**src/rtl/sust_pkg.sv**
```systemverilog
`default_nettype none
// ----------------------------------------------------------------------------
// sust_pkg: shared types for the sorted unique set table
// Item layouts, status and operation codes, and the command and status
// groups that pass between the controller and the datapath.
// ----------------------------------------------------------------------------
package sust_pkg;

    // Operation codes carried in the op field of an input item
    localparam logic [1:0] OP_INSERT = 2'd0;
    localparam logic [1:0] OP_DELETE = 2'd1;
    localparam logic [1:0] OP_READ   = 2'd2;

    // Result status codes
    typedef enum logic [2:0] {
        ST_INSERTED  = 3'd0,
        ST_DUPLICATE = 3'd1,
        ST_FULL      = 3'd2,
        ST_OK        = 3'd3,
        ST_INVALID   = 3'd4,
        ST_EMPTY     = 3'd5
    } t_status;

    // Input item
    typedef struct packed {
        logic [1:0]         op;
        logic signed [31:0] value;
        logic [4:0]         position;
    } t_in;

    // Result item
    typedef struct packed {
        logic [2:0]         status;
        logic signed [31:0] entry_value;
        logic [4:0]         entry_count;
    } t_out;

    // Read address source relative to the pointer
    typedef enum logic [1:0] {
        RS_PTR = 2'd0,
        RS_DEC = 2'd1,
        RS_INC = 2'd2
    } t_rsel;

    // Commands from the controller
    typedef struct packed {
        logic    load;       // capture the accepted item
        logic    ptr_zero;
        logic    ptr_pos;    // pointer to position minus one
        logic    ptr_cnt;
        logic    ptr_inc;
        logic    ptr_dec;
        logic    slot_ptr;   // remember the insert slot
        logic    rd_en;
        t_rsel   rd_sel;
        logic    wr_en;
        logic    wr_val;     // write the item value, else the read data
        logic    cnt_inc;
        logic    cnt_dec;
        logic    got_load;
        logic    set_st;
        t_status st;
        logic    out_load;
    } t_cmd;

    // Status flags back to the controller
    typedef struct packed {
        logic [1:0] op;
        logic       cnt_zero;
        logic       cnt_full;
        logic       pos_bad;
        logic       ptr_at_cnt;
        logic       ptr_at_slot;
        logic       ptr_next_cnt;
        logic       rd_less;
        logic       rd_equal;
        logic       out_free;
    } t_stat;

endpackage
`default_nettype wire

```
**src/rtl/sorted_unique_set_table_core.sv**
```systemverilog
`default_nettype none
// One item at a time: a new item is taken only in the idle state, after the result of
// the last item has been loaded into the output register. Entries are read and moved
// one by one through the single registered read port of the entry RAM, and a stalled
// result holds the sequencer until the output register is free.
// Reset empties the table at once (count cleared); entry contents are not cleared.
// ----------------------------------------------------------------------------
// sorted_unique_set_table_core: sorted table of unique signed values
// Insert at the sorted place, delete or read at a 1-based position; every
// item gives one result with status, value and entry count.
// ----------------------------------------------------------------------------
module sorted_unique_set_table_core #(
    parameter int CAPACITY = 16
) (
    input  wire logic          i_clk,
    input  wire logic          i_rst_n,
    input  wire logic          i_in_valid,
    output logic               o_in_stall,
    input  wire sust_pkg::t_in i_in_item,
    output logic               o_out_valid,
    input  wire logic          i_out_stall,
    output sust_pkg::t_out     o_out_item
);
    import sust_pkg::*;

    t_cmd  cmd;
    t_stat stat;

    // Sequencer
    sust_ctrl u_ctrl (
        .i_clk      (i_clk),
        .i_rst_n    (i_rst_n),
        .i_in_valid (i_in_valid),
        .o_in_stall (o_in_stall),
        .i_stat     (stat),
        .o_cmd      (cmd)
    );

    // Storage and result register
    sust_datapath #(
        .CAPACITY (CAPACITY)
    ) u_datapath (
        .i_clk       (i_clk),
        .i_rst_n     (i_rst_n),
        .i_in_item   (i_in_item),
        .i_cmd       (cmd),
        .o_stat      (stat),
        .i_out_stall (i_out_stall),
        .o_out_valid (o_out_valid),
        .o_out_item  (o_out_item)
    );

endmodule
`default_nettype wire

```
**src/rtl/sust_ram.sv**
```systemverilog
`default_nettype none
// ----------------------------------------------------------------------------
// sust_ram: generic single-write, single-read RAM
// One write port and one read port with registered read data.
// ----------------------------------------------------------------------------
module sust_ram #(
    parameter int WIDTH = 32,
    parameter int DEPTH = 16
) (
    input  wire logic                     i_clk,
    input  wire logic                     i_wr_en,
    input  wire logic [$clog2(DEPTH)-1:0] i_wr_addr,
    input  wire logic [WIDTH-1:0]         i_wr_data,
    input  wire logic                     i_rd_en,
    input  wire logic [$clog2(DEPTH)-1:0] i_rd_addr,
    output logic      [WIDTH-1:0]         o_rd_data
);

    logic [WIDTH-1:0] r_mem [DEPTH];
    logic [WIDTH-1:0] r_rd_data;

    // Write port
    always_ff @(posedge i_clk) begin
        if (i_wr_en) begin
            r_mem[i_wr_addr] <= i_wr_data;
        end
    end

    // Registered read port, hold data between reads
    always_ff @(posedge i_clk) begin
        if (i_rd_en) begin
            r_rd_data <= r_mem[i_rd_addr];
        end
    end

    assign o_rd_data = r_rd_data;

endmodule
`default_nettype wire

```
**src/rtl/sust_datapath.sv**
```systemverilog
`default_nettype none
// ----------------------------------------------------------------------------
// sust_datapath: storage, pointers and result register
// Holds the entry RAM, the entry count, the walking pointer, the captured
// item and the output register, and acts on controller commands.
// ----------------------------------------------------------------------------
module sust_datapath #(
    parameter int CAPACITY = 16
) (
    input  wire logic           i_clk,
    input  wire logic           i_rst_n,
    input  wire sust_pkg::t_in  i_in_item,
    input  wire sust_pkg::t_cmd i_cmd,
    output sust_pkg::t_stat     o_stat,
    input  wire logic           i_out_stall,
    output logic                o_out_valid,
    output sust_pkg::t_out      o_out_item
);
    import sust_pkg::*;

    localparam int AW = $clog2(CAPACITY);
    localparam int CW = $clog2(CAPACITY + 1);
    localparam int XW = (CW > 5) ? CW : 5;
    localparam logic [CW-1:0] CNT_MAX = CW'(CAPACITY);

    logic [1:0]         r_op;
    logic signed [31:0] r_val;
    logic [4:0]         r_pos;
    logic [CW-1:0]      r_cnt;
    logic [CW-1:0]      r_ptr;
    logic [CW-1:0]      r_slot;
    logic [31:0]        r_got;
    t_status            r_st;
    t_out               r_out;
    logic               r_out_vld;

    logic [XW-1:0]      pos_x;
    logic [XW-1:0]      cnt_x;
    logic [XW-1:0]      pos_m1;
    logic [CW:0]        ptr_p1;
    logic [CW-1:0]      rd_ptr;
    logic [31:0]        rd_data;
    logic [31:0]        wr_data;
    logic               out_free;

    assign pos_x  = XW'(r_pos);
    assign cnt_x  = XW'(r_cnt);
    assign pos_m1 = pos_x - XW'(1);
    assign ptr_p1 = {1'b0, r_ptr} + (CW+1)'(1);

    // Select the read address around the pointer
    always_comb begin
        case (i_cmd.rd_sel)
            RS_PTR:  rd_ptr = r_ptr;
            RS_DEC:  rd_ptr = r_ptr - CW'(1);
            RS_INC:  rd_ptr = ptr_p1[CW-1:0];
            default: rd_ptr = r_ptr;
        endcase
    end

    assign wr_data = i_cmd.wr_val ? r_val : rd_data;

    sust_ram #(
        .WIDTH (32),
        .DEPTH (CAPACITY)
    ) u_ram (
        .i_clk     (i_clk),
        .i_wr_en   (i_cmd.wr_en),
        .i_wr_addr (r_ptr[AW-1:0]),
        .i_wr_data (wr_data),
        .i_rd_en   (i_cmd.rd_en),
        .i_rd_addr (rd_ptr[AW-1:0]),
        .o_rd_data (rd_data)
    );

    // Capture the accepted item
    always_ff @(posedge i_clk) begin
        if (i_cmd.load) begin
            r_op  <= i_in_item.op;
            r_val <= i_in_item.value;
            r_pos <= i_in_item.position;
        end
    end

    // Advance the pointer and remember the insert slot
    always_ff @(posedge i_clk) begin
        if (i_cmd.ptr_zero) begin
            r_ptr <= '0;
        end else if (i_cmd.ptr_pos) begin
            r_ptr <= pos_m1[CW-1:0];
        end else if (i_cmd.ptr_cnt) begin
            r_ptr <= r_cnt;
        end else if (i_cmd.ptr_inc) begin
            r_ptr <= ptr_p1[CW-1:0];
        end else if (i_cmd.ptr_dec) begin
            r_ptr <= r_ptr - CW'(1);
        end
        if (i_cmd.slot_ptr) begin
            r_slot <= r_ptr;
        end
        if (i_cmd.got_load) begin
            r_got <= rd_data;
        end
        if (i_cmd.set_st) begin
            r_st <= i_cmd.st;
        end
    end

    // Entry count
    always_ff @(posedge i_clk) begin
        if (!i_rst_n) begin
            r_cnt <= '0;
        end else if (i_cmd.cnt_inc) begin
            r_cnt <= r_cnt + CW'(1);
        end else if (i_cmd.cnt_dec) begin
            r_cnt <= r_cnt - CW'(1);
        end
    end

    // Output register: load a result, drop it once taken
    assign out_free = !r_out_vld || !i_out_stall;

    always_ff @(posedge i_clk) begin
        if (!i_rst_n) begin
            r_out_vld <= 1'b0;
        end else if (i_cmd.out_load) begin
            r_out_vld <= 1'b1;
        end else if (!i_out_stall) begin
            r_out_vld <= 1'b0;
        end
    end

    always_ff @(posedge i_clk) begin
        if (i_cmd.out_load) begin
            r_out.status      <= r_st;
            r_out.entry_value <= (r_st == ST_OK) ? r_got : 32'sd0;
            r_out.entry_count <= cnt_x[4:0];
        end
    end

    assign o_out_valid = r_out_vld;
    assign o_out_item  = r_out;

    // Flags for the controller
    assign o_stat.op           = r_op;
    assign o_stat.cnt_zero     = (r_cnt == '0);
    assign o_stat.cnt_full     = (r_cnt == CNT_MAX);
    assign o_stat.pos_bad      = (r_pos == 5'd0) || (pos_x > cnt_x);
    assign o_stat.ptr_at_cnt   = (r_ptr == r_cnt);
    assign o_stat.ptr_at_slot  = (r_ptr == r_slot);
    assign o_stat.ptr_next_cnt = (ptr_p1 == {1'b0, r_cnt});
    assign o_stat.rd_less      = ($signed(rd_data) < r_val);
    assign o_stat.rd_equal     = ($signed(rd_data) == r_val);
    assign o_stat.out_free     = out_free;

endmodule
`default_nettype wire

```
**src/rtl/sust_ctrl.sv**
```systemverilog
`default_nettype none
// ----------------------------------------------------------------------------
// sust_ctrl: sequencer for the sorted unique set table
// Walks the table one entry at a time, a read state then an act state, for search,
// shift-up on insert and shift-down on delete, then posts the result.
// ----------------------------------------------------------------------------
module sust_ctrl (
    input  wire logic            i_clk,
    input  wire logic            i_rst_n,
    input  wire logic            i_in_valid,
    output logic                 o_in_stall,
    input  wire sust_pkg::t_stat i_stat,
    output sust_pkg::t_cmd       o_cmd
);
    import sust_pkg::*;

    typedef enum logic [10:0] {
        S_IDLE     = 11'b000_0000_0001,
        S_DECODE   = 11'b000_0000_0010,
        S_SCAN_RD  = 11'b000_0000_0100,
        S_SCAN_EV  = 11'b000_0000_1000,
        S_SHF_RD   = 11'b000_0001_0000,
        S_SHF_WR   = 11'b000_0010_0000,
        S_RD_ISSUE = 11'b000_0100_0000,
        S_RD_EV    = 11'b000_1000_0000,
        S_DEL_RD   = 11'b001_0000_0000,
        S_DEL_WR   = 11'b010_0000_0000,
        S_POST     = 11'b100_0000_0000
    } t_state;

    t_state r_state;
    t_state n_state;
    t_cmd   cmd;

    // State register
    always_ff @(posedge i_clk) begin
        if (!i_rst_n) begin
            r_state <= S_IDLE;
        end else begin
            r_state <= n_state;
        end
    end

    // Next state and commands
    always_comb begin
        cmd     = '0;
        cmd.st  = ST_INVALID;
        n_state = r_state;
        case (r_state)
            S_IDLE: begin
                if (i_in_valid) begin
                    cmd.load = 1'b1;
                    n_state  = S_DECODE;
                end
            end
            S_DECODE: begin
                case (i_stat.op)
                    OP_INSERT: begin
                        cmd.ptr_zero = 1'b1;
                        n_state      = S_SCAN_RD;
                    end
                    OP_DELETE, OP_READ: begin
                        if (i_stat.cnt_zero) begin
                            cmd.set_st = 1'b1;
                            cmd.st     = ST_EMPTY;
                            n_state    = S_POST;
                        end else if (i_stat.pos_bad) begin
                            cmd.set_st = 1'b1;
                            cmd.st     = ST_INVALID;
                            n_state    = S_POST;
                        end else begin
                            cmd.ptr_pos = 1'b1;
                            n_state     = S_RD_ISSUE;
                        end
                    end
                    default: begin
                        // unused op code: report invalid, table untouched
                        cmd.set_st = 1'b1;
                        cmd.st     = ST_INVALID;
                        n_state    = S_POST;
                    end
                endcase
            end
            S_SCAN_RD: begin
                if (i_stat.ptr_at_cnt) begin
                    // value goes past the last entry
                    if (i_stat.cnt_full) begin
                        cmd.set_st = 1'b1;
                        cmd.st     = ST_FULL;
                        n_state    = S_POST;
                    end else begin
                        cmd.slot_ptr = 1'b1;
                        n_state      = S_SHF_RD;
                    end
                end else begin
                    cmd.rd_en  = 1'b1;
                    cmd.rd_sel = RS_PTR;
                    n_state    = S_SCAN_EV;
                end
            end
            S_SCAN_EV: begin
                if (i_stat.rd_less) begin
                    cmd.ptr_inc = 1'b1;
                    n_state     = S_SCAN_RD;
                end else if (i_stat.rd_equal) begin
                    cmd.set_st = 1'b1;
                    cmd.st     = ST_DUPLICATE;
                    n_state    = S_POST;
                end else if (i_stat.cnt_full) begin
                    cmd.set_st = 1'b1;
                    cmd.st     = ST_FULL;
                    n_state    = S_POST;
                end else begin
                    cmd.slot_ptr = 1'b1;
                    cmd.ptr_cnt  = 1'b1;
                    n_state      = S_SHF_RD;
                end
            end
            S_SHF_RD: begin
                if (i_stat.ptr_at_slot) begin
                    cmd.wr_en   = 1'b1;
                    cmd.wr_val  = 1'b1;
                    cmd.cnt_inc = 1'b1;
                    cmd.set_st  = 1'b1;
                    cmd.st      = ST_INSERTED;
                    n_state     = S_POST;
                end else begin
                    cmd.rd_en  = 1'b1;
                    cmd.rd_sel = RS_DEC;
                    n_state    = S_SHF_WR;
                end
            end
            S_SHF_WR: begin
                // move the entry below up one place
                cmd.wr_en   = 1'b1;
                cmd.ptr_dec = 1'b1;
                n_state     = S_SHF_RD;
            end
            S_RD_ISSUE: begin
                cmd.rd_en  = 1'b1;
                cmd.rd_sel = RS_PTR;
                n_state    = S_RD_EV;
            end
            S_RD_EV: begin
                cmd.got_load = 1'b1;
                if (i_stat.op == OP_READ) begin
                    cmd.set_st = 1'b1;
                    cmd.st     = ST_OK;
                    n_state    = S_POST;
                end else begin
                    n_state = S_DEL_RD;
                end
            end
            S_DEL_RD: begin
                if (i_stat.ptr_next_cnt) begin
                    cmd.cnt_dec = 1'b1;
                    cmd.set_st  = 1'b1;
                    cmd.st      = ST_OK;
                    n_state     = S_POST;
                end else begin
                    cmd.rd_en  = 1'b1;
                    cmd.rd_sel = RS_INC;
                    n_state    = S_DEL_WR;
                end
            end
            S_DEL_WR: begin
                // move the entry above down one place
                cmd.wr_en   = 1'b1;
                cmd.ptr_inc = 1'b1;
                n_state     = S_DEL_RD;
            end
            S_POST: begin
                if (i_stat.out_free) begin
                    cmd.out_load = 1'b1;
                    n_state      = S_IDLE;
                end
            end
            default: begin
                n_state = S_IDLE;
            end
        endcase
    end

    assign o_cmd      = cmd;
    assign o_in_stall = (r_state != S_IDLE);

endmodule
`default_nettype wire
```
**config.mk**
```make
export PLATFORM = sky130hd
export DESIGN_NAME = sorted_unique_set_table_core
export DESIGN_NICKNAME = d
export VERILOG_FILES = /design/src/rtl/sust_pkg.sv /design/src/rtl/sorted_unique_set_table_core.sv /design/src/rtl/sust_ram.sv /design/src/rtl/sust_datapath.sv /design/src/rtl/sust_ctrl.sv
export SDC_FILE = /design/constraint.sdc
export NUM_CORES = 1
export LEC_CHECK = 0
export BUFFER_PORTS_ARGS = -buffer_cell sky130_fd_sc_hd__buf_2
export CORE_UTILIZATION = 50
export DETAILED_ROUTE_END_ITERATION = 10
export GPL_ROUTABILITY_DRIVEN = 0
export MAX_ROUTING_LAYER = met4
export PLACE_DENSITY = 0.66
export REMOVE_ABC_BUFFERS = 1
export SYNTH_ARGS = -nofsm -noshare
export SYNTH_HDL_FRONTEND = slang
export SYNTH_SLANG_ARGS = --single-unit
```
**constraint.sdc**
```tcl
create_clock -name i_clk -period 5.5 [get_ports i_clk]
set_input_delay 0.55 -clock i_clk [delete_from_list [all_inputs] [get_ports i_clk]]
set_output_delay 0.55 -clock i_clk [all_outputs]
set_load 0.05 [all_outputs]
```
==> impl_results.rst <==
.. list-table::
   :header-rows: 1

   * - Metric
     - Value
   * - Status
     - completed
   * - Die footprint
     - 56300 um^2
   * - DRC violation count after routing
     - 0
   * - Number of buffers and inverters on the critical path
     - 3
   * - Startpoint kind of the worst setup timing path
     - register
   * - Netlist Area Pre-Place
     - 27700 um^2
   * - Post-route non-filler standard cell count
     - 2348
   * - Most numerous cell in the Yosys netlist
     - sky130_fd_sc_hd__edfxtp_1
   * - Commonest register cell after synthesis
     - sky130_fd_sc_hd__edfxtp_1
   * - Cell count after placement
     - 2222
   * - Peak clock frequency supported by timing
     - between 0.2 and 0.25 GHz
   * - Area occupied by registers
     - 20300 um^2
   * - Routed length per placed instance
     - 25.9 um
   * - Number of global-route vias before repair
     - around 14000
   * - Final setup violating endpoints
     - 0
   * - Ports
     - 85
   * - Post-layout utilization of the core
     - 0.582
   * - Met1 Resource Use GR
     - 0.310
   * - Share of synthesized area occupied by flip-flops and latches
     - 0.736
   * - Final clock period utilization by the worst path
     - 0.892
   * - Height of the die
     - ~240 um
   * - Number of levels the H-tree was split into
     - 3
   * - Number of cells upsized or downsized after cts
     - 0
   * - Initial antenna violation count
     - 0
   * - Pins Over Slew Limit
     - 0
   * - Critical path arrival
     - 5.25 ns
   * - Total iterations of the first detailed-routing run
     - 5
   * - Total non-filler cell area in the finished layout
     - 31600 um^2
   * - Crit. End Element
     - register
   * - Most Used Layer, Global Route
     - met2
   * - Global route overflow
     - 0
   * - Root Buffer
     - sky130_fd_sc_hd__clkbuf_16
   * - Number of warnings issued by yosys
     - 0
   * - Top cell type by total area after synthesis
     - sky130_fd_sc_hd__edfxtp_1
   * - Overall via count from detail_route
     - 14000
   * - Maximum number of pins on one net before global-route repair
     - 97
   * - Overall track demand over capacity in global routing
     - 0.230
   * - Slowest CP cell
     - sky130_fd_sc_hd__dfxtp_1
   * - Commonest cells in the netlist
     - sky130_fd_sc_hd__edfxtp_1 (663), sky130_fd_sc_hd__mux4_2 (128), sky130_fd_sc_hd__a21oi_1 (60)
   * - Final hold violation count
     - 0
   * - Yosys top cell area share
     - 0.720
   * - Biggest fanout along the worst timing path
     - 14
   * - FF+latch count, synth
     - 685
   * - Vias per std cell
     - slightly below 6
   * - Initial standard-cell utilization of the core
     - 0.510
   * - Required arrival time at the worst endpoint
     - 5.85 ns
   * - Worst slew slack as a fraction of its limit
     - 0.342
   * - Static leakage power
     - 10.3 nW
   * - Multi-input logic area
     - 7020 um^2
   * - CP max stage delay
     - roughly 0.66 ns
   * - Class of the worst hold path
     - in -> reg
   * - Total core area
     - between 50000 and 60000 um^2
   * - Max-cap viol count
     - 0
   * - Fraction of layout instances using a drive strength above 1
     - 0.259
   * - EDFF count, synth
     - 663
   * - Worst-case vdd ir drop
     - 0.246 mV
   * - Die Width
     - between 200 and 250 um
   * - FILL cells
     - 3944
   * - Synth async-reset ratio
     - 0
   * - # nets final
     - 1694
   * - Setup TNS after final layout
     - 0 ns
   * - Fraction of met3 tracks used by global routing
     - 0.0325
   * - Slew at the pin with the worst max-slew slack
     - ~1 ns
   * - Postcts setup bufs
     - 0
   * - Clock latency on the worst-skew pair
     - between 0.6 and 0.7 ns
   * - TritonCTS Buffers
     - 71
   * - Period minus WS final
     - 4.91 ns
   * - CP delay by family, top
     - compound AO/OA/AOI/OAI gates
   * - Count of routing violations after the opening detailed-route iteration
     - 1397
   * - Port bufs
     - 84
   * - Cells traversed along the worst timing path
     - inv_1 -> ha_1 -> xnor2_1 -> o2111ai_1 -> nor3_1 -> or2_2 -> inv_1 -> ha_1 -> nor3_1 -> a21oi_4 -> buf_4 -> mux4_2 -> nor2b_1 -> a211oi_1 -> a21oi_1
   * - Number of cell rows
     - 85
   * - Final Routed Wirelength
     - 60800 um
   * - Unrepaired setup endpoints after global routing
     - false
   * - Cell Area, Placed
     - about 29000 um^2
   * - Avg Inst Size Synth
     - roughly 19 um^2
   * - Number of sinks handled by clock tree synthesis
     - 685
   * - # diodes
     - 0
   * - CTS tree
     - yes
   * - Detailed placer's ending HPWL
     - 34600 um
   * - Top cells by area, synth
     - sky130_fd_sc_hd__edfxtp_1 (72%), sky130_fd_sc_hd__mux4_2 (10%), sky130_fd_sc_hd__ha_1 (2.3%), sky130_fd_sc_hd__dfxtp_1 (1.6%), sky130_fd_sc_hd__mux2i_1 (1.3%)
   * - Post-Syn Instances
     - ~1500
   * - Worst Hold Slack
     - 0.113 ns
   * - Area added between synthesis and finish
     - 14.2%
   * - CP Class
     - reg -> reg
   * - Total power divided by cell area
     - 372 nW/um^2
   * - Library cells used by synthesis
     - 75
   * - Global-route wire length before repair
     - 90800 um
   * - Met2 Usage GRT
     - 0.367
   * - Number of hold-repair buffers added at the cts stage
     - 0
   * - Clock-pin transition on the worst setup and hold timing paths
     - approximately 0.060 ns
   * - Setup clock skew after layout
     - around 0.024 ns
   * - Remaining number of nets flagged by the antenna check after routing
     - 0
   * - Worst-case clock buffer depth
     - 3
==> power by group <==
part	total, mW	switching [mW]	internal (mW)
Clock	4.65	1.91	2.74
Combinational	1.34	0.652	0.685
Sequential	5.77	0.0574	5.72
==> cell type report <==
type,instances,area share
timing repair buffer,126,0.0281
sequential,685,0.644
clock inverter,38,0.0109
tap,696,0.0276
multi-input combinational,660,0.222
inverter,55,0.00654
clock buffer,88,0.0603
==> worst paths after layout <==
path	depth (start not counted)	slack [ns]	to	from
setup / recovery	15	0.59	u_datapath.u_ram.o_rd_data[10]$_DFFE_PP_	u_datapath.r_ptr[0]$_SDFFE_PP0P_
hold / removal	1	0.11	u_datapath.r_val[21]$_DFFE_PP_	i_in_item[26]
setup reg to reg	15	0.59	u_datapath.u_ram.o_rd_data[10]$_DFFE_PP_	u_datapath.r_ptr[0]$_SDFFE_PP0P_
hold reg to reg	0	0.46	u_datapath.o_out_item[37]$_DFFE_PP_	u_datapath.r_st[0]$_DFFE_PP_
==> state kept, by name (all words and copies together) (netlist names), 3 cells and up <==
signal                      count
u_datapath.u_ram.o_rd_data     32
u_datapath.r_st                 3
u_datapath.pos_x                5
u_ctrl.r_state                 11
u_datapath.cnt_x                5
u_datapath.r_ptr                5
u_datapath.u_ram.r_mem        512
u_datapath.r_got               32
u_datapath.r_slot               5
u_datapath.o_out_item          40
u_datapath.r_val               32
==> through the flow <==
step | power, mW | worst slack (ns)
after floorplan | 7.07 | -9.33
after global placement | 7.22 | 0.658
after detailed placement | 7.24 | 0.583
after CTS | 11.9 | 0.583
after global routing | 12.1 | 0.157
final | 11.8 | 0.594
==> cell families (layout without fill, tap and decap cells) <==
kind of cell / Yosys count / after routing / share of synthesized area
adder cells (fa/ha/maj): 52 / 52 / 0.0238
multiplexers: 196 / 196 / 0.130
buffers and inverters: 117 / 307 / 0.0175
AND/OR/NAND/NOR: 236 / 236 / 0.0484
XOR/XNOR: 22 / 22 / 0.00697
flip-flops: 685 / 685 / 0.736
AO/OA/AOI/OAI: 154 / 154 / 0.0374
==> per-layer routing <==
layer	vias up	wire length [um]
met5	-	0
met4	0	1300
met3	103	3140
met2	423	29700
met1	7293	26700
li1	6140	-
==> layout by cell type, fill, tap and decap left out, types with 4 or more instances in the layout <==
master,instances
sky130_fd_sc_hd__a211oi_1,34
sky130_fd_sc_hd__a21o_1,5
sky130_fd_sc_hd__a21oi_1,57
sky130_fd_sc_hd__and2_1,32
sky130_fd_sc_hd__buf_12,12
sky130_fd_sc_hd__buf_2,84
sky130_fd_sc_hd__buf_4,30
sky130_fd_sc_hd__bufinv_16,6
sky130_fd_sc_hd__clkbuf_1,14
sky130_fd_sc_hd__clkbuf_16,74
sky130_fd_sc_hd__clkinv_1,18
sky130_fd_sc_hd__clkinv_2,9
sky130_fd_sc_hd__dfxtp_1,22
sky130_fd_sc_hd__edfxtp_1,663
sky130_fd_sc_hd__ha_1,51
sky130_fd_sc_hd__inv_1,55
sky130_fd_sc_hd__mux2_2,31
sky130_fd_sc_hd__mux2i_1,37
sky130_fd_sc_hd__mux4_2,128
sky130_fd_sc_hd__nand2_1,27
sky130_fd_sc_hd__nand2b_1,4
sky130_fd_sc_hd__nand3_1,8
sky130_fd_sc_hd__nand3b_1,8
sky130_fd_sc_hd__nand4_1,13
sky130_fd_sc_hd__nor2_1,32
sky130_fd_sc_hd__nor2_4,13
sky130_fd_sc_hd__nor2b_1,39
sky130_fd_sc_hd__nor3_1,17
sky130_fd_sc_hd__nor3_2,5
sky130_fd_sc_hd__nor4_1,4
sky130_fd_sc_hd__o21a_1,7
sky130_fd_sc_hd__o21ai_0,13
sky130_fd_sc_hd__o221ai_1,4
sky130_fd_sc_hd__xnor2_1,10
sky130_fd_sc_hd__xor2_1,12
Note: power is estimated with default switching activity, not from simulation.
